--- src/hw/rtl/particle_pool_update_unit_macros.svh ---
// Assertion macros for the particle pool update unit.
// Used by files that carry concurrent checks; needs clk and arst_n in scope.
`ifndef PARTICLE_POOL_UPDATE_UNIT_MACROS_SVH
`define PARTICLE_POOL_UPDATE_UNIT_MACROS_SVH
`ifndef SYNTHESIS
`define PPU_ASSERT(lbl, prop) \
	lbl: assert property (@(posedge clk) disable iff (!arst_n) (prop)) \
		else $error("ppu assertion failed");
`define PPU_ASSERT_IMP(lbl, ante, cons) \
	lbl: assert property (@(posedge clk) disable iff (!arst_n) (ante) |-> (cons)) \
		else $error("ppu implication failed");
`else
`define PPU_ASSERT(lbl, prop)
`define PPU_ASSERT_IMP(lbl, ante, cons)
`endif
`endif

--- src/hw/rtl/ppu_ram.sv ---
// Generic single-write, single-read RAM with registered read data.
// No dependencies.
module ppu_ram #(
	parameter int W = 8,
	parameter int D = 16
) (
	input  logic                 clk,
	input  logic                 we,
	input  logic [$clog2(D)-1:0] waddr,
	input  logic [W-1:0]         wdata,
	input  logic [$clog2(D)-1:0] raddr,
	output logic [W-1:0]         rdata
);
	logic [W-1:0] mem [D];

	always_ff @(posedge clk) begin
		if (we)
			mem[waddr] <= wdata;
		rdata <= mem[raddr];
	end
endmodule

--- config.mk ---
export PLATFORM = sky130hd
export DESIGN_NAME = ppu_ram
export DESIGN_NICKNAME = d
export VERILOG_FILES = /design/src/hw/rtl/particle_pool_update_unit_macros.svh /design/src/hw/rtl/ppu_ram.sv
export SDC_FILE = /design/constraint.sdc
export NUM_CORES = 1
export LEC_CHECK = 0
export BUFFER_PORTS_ARGS = -buffer_cell sky130_fd_sc_hd__buf_2
export CORE_ASPECT_RATIO = 0.8
export CORE_MARGIN = 4
export CORE_UTILIZATION = 60
export CTS_CLUSTER_SIZE = 10
export DETAILED_ROUTE_END_ITERATION = 10
export GPL_TIMING_DRIVEN = 0
export PLACE_DENSITY = 0.78
export SLEW_MARGIN = 40
export SYNTH_ARGS = -nofsm -noshare
export SYNTH_HDL_FRONTEND = slang
export SYNTH_SLANG_ARGS = --single-unit
--- constraint.sdc ---
create_clock -name clk -period 2.05 [get_ports clk]
set_input_delay 0.1025 -clock clk [delete_from_list [all_inputs] [get_ports clk]]
set_output_delay 0.1025 -clock clk [all_outputs]
set_load 0.1 [all_outputs]
==> results.txt, run 1 <==
----------------------------------------------------
[Timing]
  RSZ-0062 raised after global routing ... no
  Hold Fails Final Rpt ... 0
  Total Neg Setup Slack ... 0 ns
  Final count of negative-setup-slack endpoints ... 0
  Portion of the clock cycle consumed by the worst path in the final layout ... 0.6761
  Final worst clock skew ... 0.006905 ns
  Least-Margin Pin Slew ... 0.8186 ns
  Hold Worst Slack ... 0.06334 ns
  Worst relative slew slack ... 0.4522
  Fmax achieved ... 0.7215 GHz
  Final critical path time including I/O delays and setup ... 1.386 ns
  Number of pins exceeding their max-slew limit in the final report ... 0

[Floorplanning]
  Placeable core region ... 0.008128 mm2
  Chip Height ... 90.85 um
  IO Pins ... 26
  Total Die Area ... 0.01013 mm2
  Num rows ... 29
  Die extent in x ... 111.6 um
  Initial Utilization ... 0.6333

[Critical path]
  Maximum fanout count along the critical path ... 1
  Worst setup path category ... register to register
  Worst-path cell with the longest stage delay ... sky130_fd_sc_hd__mux4_1
  Critical path capture point type ... register
  Data required time of the worst path ... 2.45 ns
  Worst-path cell chain ... mux4_1, a22oi_1, nand2_1
  Startpoint Class ... register
  Largest stage delay, worst path ... 0.58 ns
  Arrival time at the worst endpoint ... 1.78 ns

[Run status]
  Run status ... finished, final reports clean

[Yosys]
  Primary FF master, synth ... sky130_fd_sc_hd__edfxtp_1
  Dominant cell by count in the synthesized netlist ... sky130_fd_sc_hd__edfxtp_1
  Post-Synthesis Cell Area ... 0.005147 mm2
  Area share of the largest cell type after synthesis ... 0.7467
  Sequential element share of the synthesized area ... 0.7778
  Number of enable flip-flop cells after synthesis ... 128
  Ranking of synthesized cells by instance count ... 128 x sky130_fd_sc_hd__edfxtp_1, 18 x sky130_fd_sc_hd__mux4_2, 16 x sky130_fd_sc_hd__a22oi_1
  Unique cell type count in the Yosys netlist ... 19
  Synth Warn # ... 0
  FFs w/ async S/R, synth ... 0
  Average cell area after synthesis ... 22.48 um2
  Number of synthesized register bits ... 136
  Area leader, netlist ... sky130_fd_sc_hd__edfxtp_1
  Leading post-synthesis cells by cell area ... sky130_fd_sc_hd__edfxtp_1 75%, sky130_fd_sc_hd__mux4_2 7.9%, sky130_fd_sc_hd__mux4_1 7.1%, sky130_fd_sc_hd__dfxtp_1 3.1%, sky130_fd_sc_hd__a22oi_1 2.3%
  Cells after synthesis ... 229
  Post-synth net total ... 247

[Route]
  Count of antenna-violating nets left after detailed routing ... 0
  Final routed DRC violation total ... 0
  Max layer used ... met4
  Length of routed met2 wiring ... 4955 um
  Met3 wirelength from detailed routing ... 977 um
  Met1 Routed Length ... 4175 um
  Vias ... 2,457
  Aggregate routed wire length ... 10,140 um
  Average routed wire per standard cell ... 25.28 um
  Total iterations of the first detailed-routing run ... 4
  Vias per cell ... 6.127
  1st-iter DRT viols ... 246

[Job]
  Total of max-cap violations ... 0

[Final layout]
  Layout Utilization ... 0.7478
  Design Area, Final ... 0.006078 mm2
  Antenna diode instance count ... 0
  Share of layout cells above drive strength 1 ... 0.2969
  Area occupied by multi-input gates ... 0.001080 mm2
  Count of non-filler cells in the finished layout ... 401
  Number of inserted filler cells in the final layout ... 469
  Sequential standard cell area ... 0.004004 mm2
  Growth of design area from synthesis to finish ... 18.08%
  Final #Nets ... 298

[Clock network]
  Count of instances resized after the clock tree is built ... 0
  Post-CTS setup buffer count ... 0
  Max H-tree Level ... 4
  Maximum count of clock buffers along a single path ... 2
  Clock tree from TritonCTS ... done
  Clock buffers created by TritonCTS ... 17
  Sinks on Clock Net ... 136
  Clock slew at the register clock pins of the worst setup and hold paths ... 0.06 ns
  Root Driver ... sky130_fd_sc_hd__clkbuf_8
  Latest clock arrival within the worst-skew pair ... 0.51 ns

[Global routing]
  Pin count of the biggest net entering global routing ... 17
  Wire length of the first global-routing pass ... 15,460 um
  GRT Util Overall ... 0.2145
  Final global-route overflow total ... 0
  Number of antenna violations at the first check in global routing ... 0
  Via count of the first global-routing pass ... 2,496

[Placed design]
  Count of port buffers added during placement ... 24
  Post-place instance area ... 0.005423 mm2
  Detailed-placement wirelength estimate ... 6177 um
  Routability-driven placement congestion ratio ... 0.7753
  DP Cell Count ... 361

[Power]
  Pwr dens ... 1069 mW/mm2
  Worst IR Drop VDD ... 0.8386 mV
  Leakage ... 2.057 nW

[Hold path]
  Hold WC Path Type ... primary input to register

----------------------------------------------------
==> what timing repair did <==
action,4_1_cts,5_1_grt
hold buffers,8,0
hold endpoints to repair,94,0
endpoints found under the setup margin,0,0
==> critical path, delay by kind of cell (launching register included) <==
kind | cells | cell delay, ns
AOI/OAI and AO/OA | 1 | 0.23
DFF | 1 | 0.38
muxes | 1 | 0.58
and+or+nand+nor | 1 | 0.08
==> area by class of cell <==
cell class | count | area share
tap | 108 | 0.02223
sequential | 136 | 0.6587
timing repair buffer | 32 | 0.03294
buffer | 10 | 0.01420
multi-input combinational | 83 | 0.1776
clock inverter | 15 | 0.02614
clock buffer | 17 | 0.06813
==> flip-flops by register name, indices dropped and copies added, names as in the netlist <==
signal / count
mem: 128
rdata: 8
==> worst paths after layout <==
check,from,end,slack [ns],cells past startpoint
min reg2reg,mem[11][5],rdata[5],0.69,3
min,raddr[1],rdata[0],0.06,4
max,mem[5][1],rdata[1],0.66,3
max reg2reg,mem[5][1],rdata[1],0.66,3
==> layout by cell type (no fill, tap or decap), types with 2 or more instances in the layout <==
master                            netlist  routed
sky130_fd_sc_hd__edfxtp_1             128     128
sky130_fd_sc_hd__buf_2                  3      27
sky130_fd_sc_hd__mux4_2                18      18
sky130_fd_sc_hd__a22oi_1               16      16
sky130_fd_sc_hd__clkbuf_16              0      16
sky130_fd_sc_hd__mux4_1                14      14
sky130_fd_sc_hd__nor2_1                13      12
sky130_fd_sc_hd__nand2_1                9       9
sky130_fd_sc_hd__dlygate4sd3_1          0       8
sky130_fd_sc_hd__dfxtp_1                8       8
sky130_fd_sc_hd__clkinv_2               0       5
sky130_fd_sc_hd__nor3_2                 0       4
sky130_fd_sc_hd__buf_6                  3       3
sky130_fd_sc_hd__clkdlybuf4s25_2        3       3
sky130_fd_sc_hd__clkinv_1               0       3
sky130_fd_sc_hd__bufinv_16              0       3
sky130_fd_sc_hd__nand3b_1               2       2
sky130_fd_sc_hd__nand2b_1               2       2
sky130_fd_sc_hd__clkinvlp_4             0       2
==> cells by family after synthesis <==
logic type	Yosys count	share of synthesized area
multiplexers	32	0.1502
AND/OR/NAND/NOR	35	0.03184
flip-flops	136	0.7778
AO/OA/AOI/OAI	16	0.02334
buffers and inverters	10	0.01677
==> layer usage <==
| metal | vias up | GRT usage |
|---|---|---|
| li1 | 1078 | - |
| met1 | 1266 | 0.3265 |
| met2 | 111 | 0.3067 |
| met3 | 2 | 0.06631 |
| met4 | 0 | 0.05674 |
| met5 | - | 0 |
==> through the flow <==
stage / power [mW] / worst slack, ns
global placement: 3.599 / -0.1040
CTS: 6.530 / 0.6654
finish: 6.495 / 0.6641
floorplan: 3.473 / 0.4546
detailed placement: 3.616 / 0.2583
global route: 6.697 / 0.6280
==> power breakdown <==
part	switching (mW)	internal, mW	leakage (nW)	total (mW)
Clock	1.09	1.83	0.280	2.92
Sequential	0.0152	3.11	1.22	3.12
Combinational	0.312	0.134	0.553	0.446
No activity file was read; power rests on OpenSTA's default activity.
==> run 2: changes to the inputs <==
--- a/config.mk
+++ b/config.mk
@@ -5,14 +5,15 @@
 export SDC_FILE = /design/constraint.sdc
 export NUM_CORES = 1
 export LEC_CHECK = 0
+export ABC_AREA = 1
 export BUFFER_PORTS_ARGS = -buffer_cell sky130_fd_sc_hd__buf_2
 export CORE_ASPECT_RATIO = 0.8
 export CORE_MARGIN = 4
-export CORE_UTILIZATION = 60
+export CORE_UTILIZATION = 55
 export CTS_CLUSTER_SIZE = 10
 export DETAILED_ROUTE_END_ITERATION = 10
 export GPL_TIMING_DRIVEN = 0
-export PLACE_DENSITY = 0.78
+export PLACE_DENSITY = 0.75
 export SLEW_MARGIN = 40
 export SYNTH_ARGS = -nofsm -noshare
 export SYNTH_HDL_FRONTEND = slang
==> constraint.sdc (replaced) <==
create_clock -name clk -period 1.25 [get_ports clk]
set_input_delay 0.0625 -clock clk [delete_from_list [all_inputs] [get_ports clk]]
set_output_delay 0.0625 -clock clk [all_outputs]
set_load 0.1 [all_outputs]
==> results.txt, run 2 <==
----------------------------------------------------
[Timing]
  Fmax achieved ... 0.8265 GHz
  Final critical path time including I/O delays and setup ... 1.210 ns
  Final worst clock skew ... 0.005649 ns
  Worst relative slew slack ... 0.4967
  Number of pins exceeding their max-slew limit in the final report ... 0
  Hold Fails Final Rpt ... 0
  Portion of the clock cycle consumed by the worst path in the final layout ... 0.9679
  Final count of negative-setup-slack endpoints ... 0
  RSZ-0062 raised after global routing ... no
  Least-Margin Pin Slew ... 0.7521 ns
  Final WS setup ... 0.04009 ns
  Total Neg Setup Slack ... 0 ns

[Route]
  1st-iter DRT viols ... 521
  Final routed DRC violation total ... 0
  Total iterations of the first detailed-routing run ... 6
  Count of antenna-violating nets left after detailed routing ... 0
  Aggregate routed wire length ... 13,580 um
  Vias per cell ... 5.329
  Average routed wire per standard cell ... 18.23 um
  Vias ... 3,970

[Final layout]
  Flip-flop count of the largest register after layout ... 128
  Most common cell after layout, fill and taps aside ... sky130_fd_sc_hd__nand2_1
  Register containing the most flip-flops in the final layout ... mem
  Count of non-filler cells in the finished layout ... 745
  Share of layout cells above drive strength 1 ... 0.1405
  Final #Nets ... 610
  Biggest regs ... mem (128), rdata (8)
  Antenna diode instance count ... 0
  Top library cells by usage in the layout, fill and taps aside ... 173 x sky130_fd_sc_hd__nand2_1, 128 x sky130_fd_sc_hd__edfxtp_1, 100 x sky130_fd_sc_hd__inv_1
  Growth of design area from synthesis to finish ... 16.14%

[Hold path]
  Worst hold path cell count ... 1
  Launch instance of the worst min-delay path ... wdata[2]
  Hold WC Path Type ... primary input to register
  Hold EP ... mem[11][2]

[Global routing]
  GRT Util Overall ... 0.2412
  Via count of the first global-routing pass ... 3,813
  Pin count of the biggest net entering global routing ... 17
  Number of antenna violations at the first check in global routing ... 0
  Final global-route overflow total ... 0
  Wire length of the first global-routing pass ... 20,960 um

[Critical path]
  Worst path buffer plus inverter count ... 1
  End of the worst register-to-register path ... rdata[3]
  Arrival time at the worst endpoint ... 1.15 ns
  R2R cell count ... 6
  Worst-path cell with the longest stage delay ... sky130_fd_sc_hd__buf_2
  CP startpoint ... rdata[1]
  Maximum fanout count along the critical path ... 1
  Data required time of the worst path ... 1.19 ns
  FF-to-FF setup slack ... 0.21 ns
  Worst setup path category ... register to output port
  Worst reg2reg startpoint ... mem[0][3]
  Worst-path cell chain ... buf_2
  Critical path capture point type ... output port
  Cell family with the largest share of critical-path delay ... buffers and inverters
  Largest stage delay, worst path ... 0.42 ns
  Startpoint Class ... register

[Floorplanning]
  IO Pins ... 26
  Die extent in x ... 122.5 um
  Total Die Area ... 0.01220 mm2
  Initial Utilization ... 0.5632
  Num rows ... 33
  Chip Height ... 99.59 um
  Placeable core region ... 0.01024 mm2

[Placed design]
  DP Cell Count ... 713
  Detailed-placement wirelength estimate ... 8858 um
  Count of port buffers added during placement ... 22
  Routability-driven placement congestion ratio ... 0.9296
  Pre-CTS worst setup slack ... -0.2646 ns

[Yosys]
  Post-Synthesis Cell Area ... 0.005767 mm2
  FFs w/ async S/R, synth ... 0
  Cells after synthesis ... 551
  Number of enable flip-flop cells after synthesis ... 128
  Leading post-synthesis cells by cell area ... sky130_fd_sc_hd__edfxtp_1 67%, sky130_fd_sc_hd__nand2_1 11%, sky130_fd_sc_hd__nand3_1 8.4%, sky130_fd_sc_hd__inv_1 6.5%, sky130_fd_sc_hd__dfxtp_1 2.8%
  Number of synthesized register bits ... 136
  Area leader, netlist ... sky130_fd_sc_hd__edfxtp_1
  Dominant cell by count in the synthesized netlist ... sky130_fd_sc_hd__nand2_1
  Average cell area after synthesis ... 10.47 um2
  Ranking of synthesized cells by instance count ... 173 x sky130_fd_sc_hd__nand2_1, 128 x sky130_fd_sc_hd__edfxtp_1, 100 x sky130_fd_sc_hd__inv_1
  Area share of the largest cell type after synthesis ... 0.6665
  Sequential element share of the synthesized area ... 0.6943
  Unique cell type count in the Yosys netlist ... 12
  Synth Warn # ... 0
  Post-synth net total ... 569
  Primary FF master, synth ... sky130_fd_sc_hd__edfxtp_1

[Clock network]
  Clock tree from TritonCTS ... done
  Max H-tree Level ... 4
  Sinks on Clock Net ... 136
  Post-CTS setup buffer count ... 0
  Clock buffers created by TritonCTS ... 17
  Clock slew at the register clock pins of the worst setup and hold paths ... 0.06 ns
  Root Driver ... sky130_fd_sc_hd__clkbuf_16
  Maximum count of clock buffers along a single path ... 2
  Latest clock arrival within the worst-skew pair ... 0.42 ns

[Power]
  Worst IR Drop VDD ... 0.9620 mV
  Leakage ... 2.910 nW
  Design Power ... 11.21 mW
  Pwr dens ... 1674 mW/mm2

[Job]
  Total of max-cap violations ... 0

[Run status]
  Run status ... finished, final reports clean

----------------------------------------------------
run 2: cells by family (layout without fill, tap and decap cells):
group,count (synthesis),after routing,share of synthesized area
buffers and inverters,126,180,0.09525
DFF,136,136,0.6943
and+or+nand+nor,289,289,0.2105
run 2: layout make-up:
class | count | area (um2)
sequential | 136 | 4004
fill | 816 | 3542
multi-input combinational | 289 | 1234
clock buffer | 20 | 446.7
inverter | 102 | 382.9
clock inverter | 12 | 176.4
tap | 140 | 175.2
buffer | 24 | 166.4
timing repair buffer | 22 | 112.6
run 2: what timing repair did:
item / CTS / global route
gates resized for setup: 0 / 1
hold buffers: 0 / 0
endpoints found under the setup margin: 0 / 1
run 2: metal layers:
metal / up-vias / track usage / share of wire
met1: 1855 / 0.3382 / 0.41
met5: - / 0 / 0
li1: 1859 / - / -
met4: 0 / 0.1033 / 0.029
met3: 37 / 0.08414 / 0.12
met2: 219 / 0.3438 / 0.44
run 2: worst max-delay path by stage:
stage                            end  cells after the start
after floorplan           mem[10][0]                      2
after global placement     mem[9][3]                      3
after detailed placement   mem[8][7]                      3
after CTS                   rdata[4]                      1
after global routing        rdata[6]                      1
final                       rdata[1]                      1
run 2: per-stage QoR:
stage	area [um2]	hold slack (ns)	utilization
final	6698	0.04626	0.6541
after global routing	6698	0.03504	0.6541
after CTS	6678	0.03144	0.6521
after detailed placement	6055	0.4758	0.5913
after global placement	6052	0.4710	0.5910
after floorplan	5767	0.1614	-
run 2: where the power goes:
part	leakage [nW]	internal [mW]	switching, mW
clock network	0.300	3.38	1.82
logic	1.39	0.198	0.686
registers	1.22	5.10	0.0258
==> run 3: changes to the inputs <==
--- a/config.mk
+++ b/config.mk
@@ -7,7 +7,7 @@
 export LEC_CHECK = 0
 export ABC_AREA = 1
 export BUFFER_PORTS_ARGS = -buffer_cell sky130_fd_sc_hd__buf_2
-export CORE_ASPECT_RATIO = 0.8
+export CORE_ASPECT_RATIO = 1.2
 export CORE_MARGIN = 4
 export CORE_UTILIZATION = 55
 export CTS_CLUSTER_SIZE = 10
==> results.txt, run 3 (synthesis gave the netlist of run 2 again) <==
----------------------------------------------------
[Power]
  Pwr dens ... 1620 mW/mm2
  Leakage ... 2.873 nW
  Design Power ... 10.71 mW
  Worst IR Drop VDD ... 1.066 mV

[Floorplanning]
  Placeable core region ... 0.01011 mm2
  Chip Height ... 120.2 um
  Die extent in x ... 101.5 um
  Initial Utilization ... 0.5704
  IO Pins ... 26
  Total Die Area ... 0.01219 mm2
  Num rows ... 40

[Critical path]
  Worst reg2reg startpoint ... mem[11][2]
  CP startpoint ... rdata[0]
  Maximum fanout count along the critical path ... 1
  Worst setup path category ... register to output port
  Critical path capture point type ... output port
  Data required time of the worst path ... 1.19 ns
  Worst path buffer plus inverter count ... 1
  R2R cell count ... 6
  Cell family with the largest share of critical-path delay ... buffers and inverters
  End of the worst register-to-register path ... rdata[2]
  Startpoint Class ... register
  FF-to-FF setup slack ... 0.24 ns
  Worst-path cell chain ... buf_2
  Arrival time at the worst endpoint ... 1.14 ns
  Largest stage delay, worst path ... 0.42 ns
  Worst-path cell with the longest stage delay ... sky130_fd_sc_hd__buf_2

[Global routing]
  Wire length of the first global-routing pass ... 21,270 um
  Via count of the first global-routing pass ... 3,800
  Pin count of the biggest net entering global routing ... 17
  Number of antenna violations at the first check in global routing ... 0
  Final global-route overflow total ... 0
  GRT Util Overall ... 0.2415

[Placed design]
  Detailed-placement wirelength estimate ... 8546 um
  Routability-driven placement congestion ratio ... 0.8760
  Post-place instance area ... 0.006037 mm2
  Count of port buffers added during placement ... 22

[Timing]
  Hold Fails Final Rpt ... 0
  Total Neg Setup Slack ... 0 ns
  Worst relative slew slack ... 0.4765
  Fmax achieved ... 0.8309 GHz
  RSZ-0062 raised after global routing ... no
  Final worst clock skew ... 0.008443 ns
  Portion of the clock cycle consumed by the worst path in the final layout ... 0.9629
  Final count of negative-setup-slack endpoints ... 0
  Final critical path time including I/O delays and setup ... 1.204 ns
  Least-Margin Pin Slew ... 0.7823 ns
  Number of pins exceeding their max-slew limit in the final report ... 0

[Route]
  Aggregate routed wire length ... 13,420 um
  Vias per cell ... 5.346
  Total iterations of the first detailed-routing run ... 5
  1st-iter DRT viols ... 347
  Average routed wire per standard cell ... 18.35 um
  Vias ... 3,908
  Final routed DRC violation total ... 0
  Count of antenna-violating nets left after detailed routing ... 0

[Final layout]
  Most common cell after layout, fill and taps aside ... sky130_fd_sc_hd__nand2_1
  Design Area, Final ... 0.006609 mm2
  Growth of design area from synthesis to finish ... 14.60%
  Layout Utilization ... 0.6537
  Top library cells by usage in the layout, fill and taps aside ... 173 x sky130_fd_sc_hd__nand2_1, 128 x sky130_fd_sc_hd__edfxtp_1, 100 x sky130_fd_sc_hd__inv_1
  Share of layout cells above drive strength 1 ... 0.1289
  Biggest regs ... mem (128), rdata (8)
  Register containing the most flip-flops in the final layout ... mem
  Antenna diode instance count ... 0
  Flip-flop count of the largest register after layout ... 128
  Final #Nets ... 610

[Clock network]
  Clock slew at the register clock pins of the worst setup and hold paths ... 0.06 ns
  Maximum count of clock buffers along a single path ... 2
  Count of instances resized after the clock tree is built ... 0
  Root Driver ... sky130_fd_sc_hd__clkbuf_16
  Latest clock arrival within the worst-skew pair ... 0.42 ns
  Clock tree from TritonCTS ... done
  Total of hold buffers inserted after clock tree synthesis ... 0
  Max H-tree Level ... 4
  Clock buffers created by TritonCTS ... 17
  Sinks on Clock Net ... 136
  Post-CTS setup buffer count ... 0

[Hold path]
  Launch instance of the worst min-delay path ... wdata[6]
  Hold WC Path Type ... primary input to register
  Worst hold path cell count ... 1
  Hold EP ... mem[9][6]

[Job]
  Total of max-cap violations ... 0

[Run status]
  Run status ... finished, final reports clean

----------------------------------------------------
-- run 3: cell types whose count changed in the layout (fill, tap and decap cells not counted), sizes merged --
cell / before / now
bufinv: 4 / 2
clkinvlp: 2 / 4
clkinv: 6 / 9
clkbuf: 21 / 18
-- run 3: final cells by class --
cell class,instances,area [um2]
Buffer,24,166.4
Timing Repair Buffer,22,112.6
Clock inverter,15,136.4
Fill cell,762,3501
Tap cell,126,157.7
Clock buffer,17,425.4
Inverter,102,382.9
Multi-Input combinational cell,289,1224
Sequential cell,136,4004
-- run 3: routing by layer --
layer  vias up  track usage  part of all wire
li1       1857            -                 -
met1      1823       0.3279              0.39
met2       194       0.3785              0.48
met3        34      0.05136             0.097
met4         0      0.09975             0.031
met5         -            0                 0
-- run 3: how the worst max path moves through the flow --
stage                             to  slack, ns  depth (start not counted)
after floorplan           mem[10][0]       0.24                          2
after global placement     mem[6][2]      -0.27                          3
after detailed placement   mem[6][0]      -0.35                          3
after CTS                   rdata[0]       0.03                          1
after global routing        rdata[1]       0.01                          1
final                       rdata[0]       0.05                          1
-- run 3: report_power, final --
group	total (mW)	internal (mW)	leakage (nW)	switching, mW
Sequential	5.12	5.10	1.22	0.0252
Clock	4.71	2.89	0.262	1.82
Combinational	0.871	0.198	1.39	0.673
-- run 3: per-stage QoR --
stage	instances	worst slack (ns)	hold slack, ns
6_report	731	0.04642	0.06670
5_1_grt	731	0.009877	0.06422
4_1_cts	731	0.02990	0.05863
3_5_place_dp	699	-0.3476	0.4890
3_3_place_gp	699	-0.2714	0.4838
2_1_floorplan	551	0.2367	0.1614
